<file path="config.mk">
export PLATFORM = sky130hd
export DESIGN_NAME = float_add_subtract_top
export DESIGN_NICKNAME = d
export VERILOG_FILES = /design/src/rtl/fas_pkg.sv /design/src/rtl/float_add_subtract_top.sv
export SDC_FILE = /design/constraint.sdc
export NUM_CORES = 1
export LEC_CHECK = 0
export BUFFER_PORTS_ARGS = -buffer_cell sky130_fd_sc_hd__buf_2
export CORE_ASPECT_RATIO = 1.75
export CORE_UTILIZATION = 45
export CTS_CLUSTER_SIZE = 10
export DETAILED_ROUTE_END_ITERATION = 7
export GPL_TIMING_DRIVEN = 0
export PLACE_DENSITY = 0.59
export RECOVER_POWER = 100
export SLEW_MARGIN = 5
export SYNTH_ARGS = -nofsm -noshare
export SYNTH_HDL_FRONTEND = slang
export SYNTH_SLANG_ARGS = --single-unit
</file>
<file path="constraint.sdc">
create_clock -name clk_i -period 10.03 [get_ports clk_i]
set_input_delay 0.5015 -clock clk_i [delete_from_list [all_inputs] [get_ports clk_i]]
set_output_delay 0.5015 -clock clk_i [all_outputs]
set_load 0.1 [all_outputs]
</file>
<file path="src/rtl/fas_pkg.sv">
// ----------------------------------------------------------------------------
// fas_pkg
// Constants and types for the single-precision add/subtract pipeline.
// ----------------------------------------------------------------------------
package fas_pkg;
  localparam int unsigned WordW = 32;
  localparam int unsigned ExpW  = 8;
  localparam int unsigned FracW = 23;
  localparam int unsigned ManW  = 24;
  localparam int unsigned SumW  = 25;
  localparam int unsigned ShW   = 5;

  typedef enum logic {
    REQ_ADD = 1'b0,
    REQ_SUB = 1'b1
  } req_e;
endpackage

</file>
<file path="src/rtl/float_add_subtract_top.sv">
// ----------------------------------------------------------------------------
// float_add_subtract_top
// Single-precision adder/subtractor, four register stages, truncating.
// ----------------------------------------------------------------------------
// Channel  Direction  Handshake                Fields
// in       input      in_valid_i / in_stall_o  req_type_i, operand_a_i, operand_b_i
// out      output     out_valid_o / out_stall_i sum_word_o
//
// One word accepted per cycle while in_stall_o is low; each word passes stages 1 to 4 to out_valid_o.
// Stages: swap/compare, align shift, add/subtract, leading-one normalize.
// Every stage holds while the stage after it is full and stalled.
// Reset clears only the stage valid bits.
module float_add_subtract_top (
  input  logic        clk_i,
  input  logic        rst_ni,
  input  logic        in_valid_i,
  output logic        in_stall_o,
  input  logic        req_type_i,
  input  logic [31:0] operand_a_i,
  input  logic [31:0] operand_b_i,
  output logic        out_valid_o,
  input  logic        out_stall_i,
  output logic [31:0] sum_word_o
);
  logic [3:0] vld_q;
  logic [3:0] adv;

  // stage 1 regs
  logic        s1_sb_q, s1_diff_q, s1_bzero_q, s1_szero_q;
  logic [7:0]  s1_eb_q, s1_gap_q;
  logic [22:0] s1_fb_q, s1_fs_q;
  // stage 2
  logic        s2_sb_q, s2_diff_q;
  logic [7:0]  s2_eb_q;
  logic [23:0] s2_mb_q, s2_ms_q;
  // stage 3
  logic        s3_sb_q;
  logic [7:0]  s3_eb_q;
  logic [24:0] s3_sum_q;
  // stage 4
  logic [31:0] s4_word_q;

  // a stage may load when it is empty or its contents move on
  assign adv[3] = !vld_q[3] || !out_stall_i;
  assign adv[2] = !vld_q[2] || adv[3];
  assign adv[1] = !vld_q[1] || adv[2];
  assign adv[0] = !vld_q[0] || adv[1];
  assign in_stall_o  = !adv[0];
  assign out_valid_o = vld_q[3];
  assign sum_word_o  = s4_word_q;

  always_ff @(posedge clk_i or negedge rst_ni) begin
    if (!rst_ni) begin
      vld_q <= '0;
    end else begin
      if (adv[0]) vld_q[0] <= in_valid_i;
      if (adv[1]) vld_q[1] <= vld_q[0];
      if (adv[2]) vld_q[2] <= vld_q[1];
      if (adv[3]) vld_q[3] <= vld_q[2];
    end
  end

  // stage 1: compare magnitudes, pick big/small
  logic        sa, sb, abig;
  logic [7:0]  ea, eb, ebig, esml;
  logic [22:0] fa, fb;
  always_comb begin
    sa = operand_a_i[31];
    sb = operand_b_i[31] ^ (req_type_i == fas_pkg::REQ_SUB);
    ea = operand_a_i[30:23];
    eb = operand_b_i[30:23];
    fa = operand_a_i[22:0];
    fb = operand_b_i[22:0];
    abig = (ea == eb) ? (fa >= fb) : (ea > eb);
    ebig = abig ? ea : eb;
    esml = abig ? eb : ea;
  end

  always_ff @(posedge clk_i) begin
    if (adv[0] && in_valid_i) begin
      s1_sb_q    <= abig ? sa : sb;
      s1_diff_q  <= sa ^ sb;
      s1_eb_q    <= ebig;
      s1_gap_q   <= ebig - esml;
      s1_fb_q    <= abig ? fa : fb;
      s1_fs_q    <= abig ? fb : fa;
      s1_bzero_q <= (ebig == '0);
      s1_szero_q <= (esml == '0);
    end
  end

  // stage 2: align
  always_ff @(posedge clk_i) begin
    if (adv[1] && vld_q[0]) begin
      s2_sb_q   <= s1_sb_q;
      s2_diff_q <= s1_diff_q;
      s2_eb_q   <= s1_eb_q;
      s2_mb_q   <= s1_bzero_q ? '0 : {1'b1, s1_fb_q};
      s2_ms_q   <= (s1_szero_q || s1_gap_q >= 8'd24) ? '0
                   : ({1'b1, s1_fs_q} >> s1_gap_q[4:0]);
    end
  end

  // stage 3: add or subtract
  always_ff @(posedge clk_i) begin
    if (adv[2] && vld_q[1]) begin
      s3_sb_q  <= s2_sb_q;
      s3_eb_q  <= s2_eb_q;
      s3_sum_q <= s2_diff_q ? ({1'b0, s2_mb_q} - {1'b0, s2_ms_q})
                            : ({1'b0, s2_mb_q} + {1'b0, s2_ms_q});
    end
  end

  // stage 4: find leading one, normalize, pack
  logic [4:0]  sh;
  logic [24:0] norm;
  logic [8:0]  top;
  always_comb begin
    sh = 5'd0;
    for (int i = 0; i < 25; i++) begin
      if (s3_sum_q[i]) sh = 5'(24 - i);
    end
    norm = s3_sum_q << sh;
    top  = {s3_sb_q, 8'd0} + {1'b0, s3_eb_q} + 9'd1 - {4'd0, sh};
  end

  always_ff @(posedge clk_i) begin
    if (adv[3] && vld_q[2]) begin
      s4_word_q <= (s3_sum_q == '0) ? '0 : {top, norm[23:1]};
    end
  end
endmodule

</file>
==> metrics.md <==
| Metric | Value |
|---|---|
| Post-synth EDFFs | `190` |
| Net count of the mapped netlist | `1261` |
| Post-cts repair resize count | `0` |
| Final hold violation count | `0` |
| Netlist area before placement | `12150 sq um` |
| Fraction of power spent switching nets | `43.32%` |
| Placement Rows | `79` |
| Sequential Area | `5806 sq um` |
| Max stage delay on crit path | `660 ps` |
| Net Switching | `1476 uW` |
| Buffering stage count on the worst path with inverters included | `5` |
| Max transition margin | `-171.5%` |
| Net total in the final layout | `1385` |
| Setup Buffers After CTS | `0` |
| Final cell count without fillers | `1582` |
| Average instance area after synthesis | `10.84 sq um` |
| Dominant combinational cell family by area after synthesis | `simple AND/OR/NAND/NOR gates` |
| Number of primary I/O pins | `103` |
| Clock Root Buffer | `clkbuf_16` |
| Wire length per cell after detailed routing | `18.26 microns` |
| P_int | `1932 uW` |
| Worst setup path class | `in2reg` |
| WHS | `242.2 ps` |
| Horiz. Die Dim | `126.2 microns` |
| Part of the power in registers | `36.1%` |
| Number of placed cells counting well taps | `1549` |
| Pin count of the biggest net entering global routing | `67` |
| Share of synthesized area occupied by flip-flops and latches | `47.80%` |
| Final cycle utilization of the critical path | `51.32%` |
| Primary FF master, synth | `edfxtp_1` |
| Achievable Freq | `194.3 MHz` |
| Initial antenna violation count | `0` |
| Worst Max-Slew Pin Slew | `4072 ps` |
| Final instance area | `13610 sq um` |
| Area share of the largest cell type after synthesis | `46.97%` |
| #FFs+latches synth | `194` |
| Ys Warns | `0` |
| Synthesized-area fraction occupied by xor and xnor cells | `3.894%` |
| Hold Startpoint | `in_valid_i` |
| Worst path most repeated cell | `clkbuf_1` |
| Number of distinct library cells after synthesis | `74` |
| Max cap viols | `4` |
| Last weighted congestion value of the routability-driven placer | `0.9526` |
| CTS tree | `built` |
| Max Fanout on Critical Path | `10` |
| Number of filler cells placed in the layout | `2452` |
| Leading cell type by number of instances after synthesis | `edfxtp_1` |
| Starting Density | `45.68%` |
| Count of port buffers added during placement | `102` |
| Overflow left after global routing | `0` |
| Ys async rst share | `2.062%` |
| Adder and majority gate portion of the synthesized area | `7.437%` |
| Number of nets with antenna violations after routing | `0` |
| Cell-by-cell trace of the critical path | `buf_2 > inv_1 > ha_1 > nand4_1 > nor2_1 > a221o_1 > a211oi_1 > o211ai_1 > a21oi_1 > clkbuf_1 > clkbuf_1 > clkbuf_1 > mux2_2 > ha_1 > nor2_1 > o211a_1 > o21a_1 > xnor2_1` |
| Total power divided by cell area | `250.4 nW/um^2` |
| DRC violation count after routing | `0` |
| Post-placement cell area | `13130 sq um` |
| First-pass GRT wire length | `44.94 mm` |
| Average via count per standard cell | `5.460` |
| Synthesized netlist cell count | `1121` |
| Aggregate negative setup slack | `0 ps` |
| RSZ-0062 raised after global routing | `no` |
| DP Wirelength | `23.70 mm` |
| CP top delay family | `buffers and inverters` |
| Post-synth top area cell | `edfxtp_1` |
| Clock slew at reported path FFs | `80 ps` |
| Final setup violation count | `0` |
| Met2 Wirelength | `17.39 mm` |
| Total leakage power | `0.005471 uW` |
| Wire length on met1 | `9.542 mm` |
| Max layer used | `met4` |
| Number of CTS-inserted buffers | `17` |
| Cell types with the highest counts after synthesis | `190 x edfxtp_1, 102 x nor2_1, 84 x mux2i_1, 82 x nand2_1, 69 x ha_1` |
| Tightest Hold Check Type | `in2reg` |
| Vias | `8637` |
| Final wirelength | `28.88 mm` |
| Data arrival time of the worst path | `5350 ps` |
| Max IR drop VDD | `0.1301 mV` |
| Die ar. | `27680 sq um` |
| Y dimension of the die | `219.3 microns` |
| Final Max Slew Viols | `175` |
| Startpoint of the lowest-slack register-to-register path | `s3_sum_q[20]` |
| Length of routed met3 wiring | `598 microns` |
| Post-Synth Simple-Gate Area | `13.33%` |
| Total routing usage reported by global routing | `21.84%` |
| First-pass iteration count of the detailed router | `5` |
| Data required time at the worst endpoint | `10240 ps` |
| Failing checks | `capacitance limit, slew limit` |
| Maximum clock insertion buffer count | `2` |
| Layout area overhead | `12.03%` |
| Diodes inserted | `0` |
| Critical path launch point type | `primary input` |
| Time the final worst path needs with I/O delays and setup | `5148 ps` |
| Worst-case clock skew | `13.21 ps` |
| Via count of the first global-routing pass | `8785` |
| Number of clock sinks | `194` |
| Endpoint type of the worst setup path | `flop` |
| Core area | `26590 sq um` |
| Clock network fraction of design power | `20.4%` |
| Area of combinational cells with multiple inputs | `5881 sq um` |
| Ratio of cells with drive above 1 in the final layout | `11.29%` |
| Slowest cell on crit path | `clkbuf_1` |
| Result of the run | `complete, but fails checks` |
| Initial DRC Count | `313` |
| Power share of the combinational group | `43.4%` |
| # H-tree levels | `4` |
| Share of cell area taken by muxes after synthesis | `11.28%` |
| Worst-Skew Late Latency | `460 ps` |
| Top area cells in the synthesized netlist | `edfxtp_1 47%, ha_1 7.1%, mux2i_1 6.9%, mux2_2 3.8%, xnor2_1 3.2%` |
| Setup crit start | `operand_b_i[13]` |
| Complex-gate fraction of the synthesized area | `12.65%` |
==> stage by stage <==
stage	utilization (%)	total power [uW]	setup WS, ps
after global placement	49.13	2740	5043
final	51.18	3408	4882
after CTS	51.75	3453	5478
after global routing	51.18	3587	4541
after floorplan	-	2404	6141
after detailed placement	49.39	2752	5292
==> power groups by stage <==
stage / clock network [uW] / registers [uW] / logic (uW)
after global routing: 738 / 1250 / 1600
after detailed placement: 0 / 1240 / 1510
after CTS: 712 / 1230 / 1510
final: 697 / 1230 / 1480
after floorplan: 0 / 1610 / 790
after global placement: 0 / 1250 / 1490
==> area by class of cell <==
class / instances / share of cell area, %
well taps: 324 / 2.979
plain buffers: 38 / 1.140
multi-input cells: 820 / 43.21
flip-flops and latches: 194 / 42.66
repair buffers: 105 / 3.549
clock buffers: 17 / 3.126
clock inverters: 15 / 1.425
inverters: 69 / 1.903
==> registers in the layout, summed over array words and instances, names as in the netlist <==
register,count
s1_fb_q,23
s1_eb_q,8
sum_word_o,32
s1_gap_q,8
s2_ms_q,24
s1_sb_q,1
s1_szero_q,1
s3_sb_q,1
vld_q,4
s3_eb_q,8
s2_diff_q,1
s2_sb_q,1
s1_bzero_q,1
s1_diff_q,1
s1_fs_q,23
s2_eb_q,8
s2_mb_q,24
s3_sum_q,25
==> cell families (layout without fill, tap and decap cells) <==
logic type,after synthesis,after routing
AOI/OAI and AO/OA,238,238
xor gates and xnor gates,54,54
adders and majority gates,71,71
buffers and inverters,107,244
DFF,194,194
muxes,128,128
and+or+nand+nor,329,329
==> timing repair <==
item / CTS / global route
endpoints found under the setup margin: 0 / 0
hold buffers: 1 / 0
hold endpoints to repair: 4 / 0
==> worst paths after layout <==
kind,to,slack [ps],depth (start not counted)
worst max-delay path,s1_gap_q[6],4880,18
worst min register to register,s3_eb_q[5],420,0
max in group asynchronous,vld_q[2],9460,2
worst min-delay path,vld_q[0],240,2
worst max register to register,sum_word_o[31],5340,14
min in group asynchronous,vld_q[0],390,2
==> worst register-to-register path, cell delays in order (launching register included) <==
cell and delay (ps):
edfxtp_1 350, clkbuf_1 190, nor4_1 850, nand2_1 360, a21oi_1 630, inv_1 310, ha_1 360, ha_1 320
a21o_1 190, a21o_1 180, a21oi_1 220, o21bai_1 90, a21oi_1 170, xnor2_1 130, nor2_1 50
==> placed cells by master, fill, tap and decap left out, types with 8 or more instances in the layout <==
cell type  instances
a211oi_1          23
a21o_1            18
a21oi_1           65
a31oi_1            8
buf_2             67
clkbuf_1          71
clkbuf_16         17
edfxtp_1         190
ha_1              69
inv_1             67
mux2_1            15
mux2_2            26
mux2i_1           84
nand2_1           82
nand2b_1          14
nand3_1           11
nor2_1           102
nor2b_1           36
nor3_1            19
nor4_1            17
o21a_1            11
o21ai_0           59
o21bai_1           8
xnor2_1           45
xor2_1             9
==> metal layers <==
metal  up-vias  track usage (%)
li1       4382                -
met1      4018            18.09
met2       173            46.81
met3        64            3.120
met4         0            12.49
met5         -                0
Power figures use the tool's default switching activity.
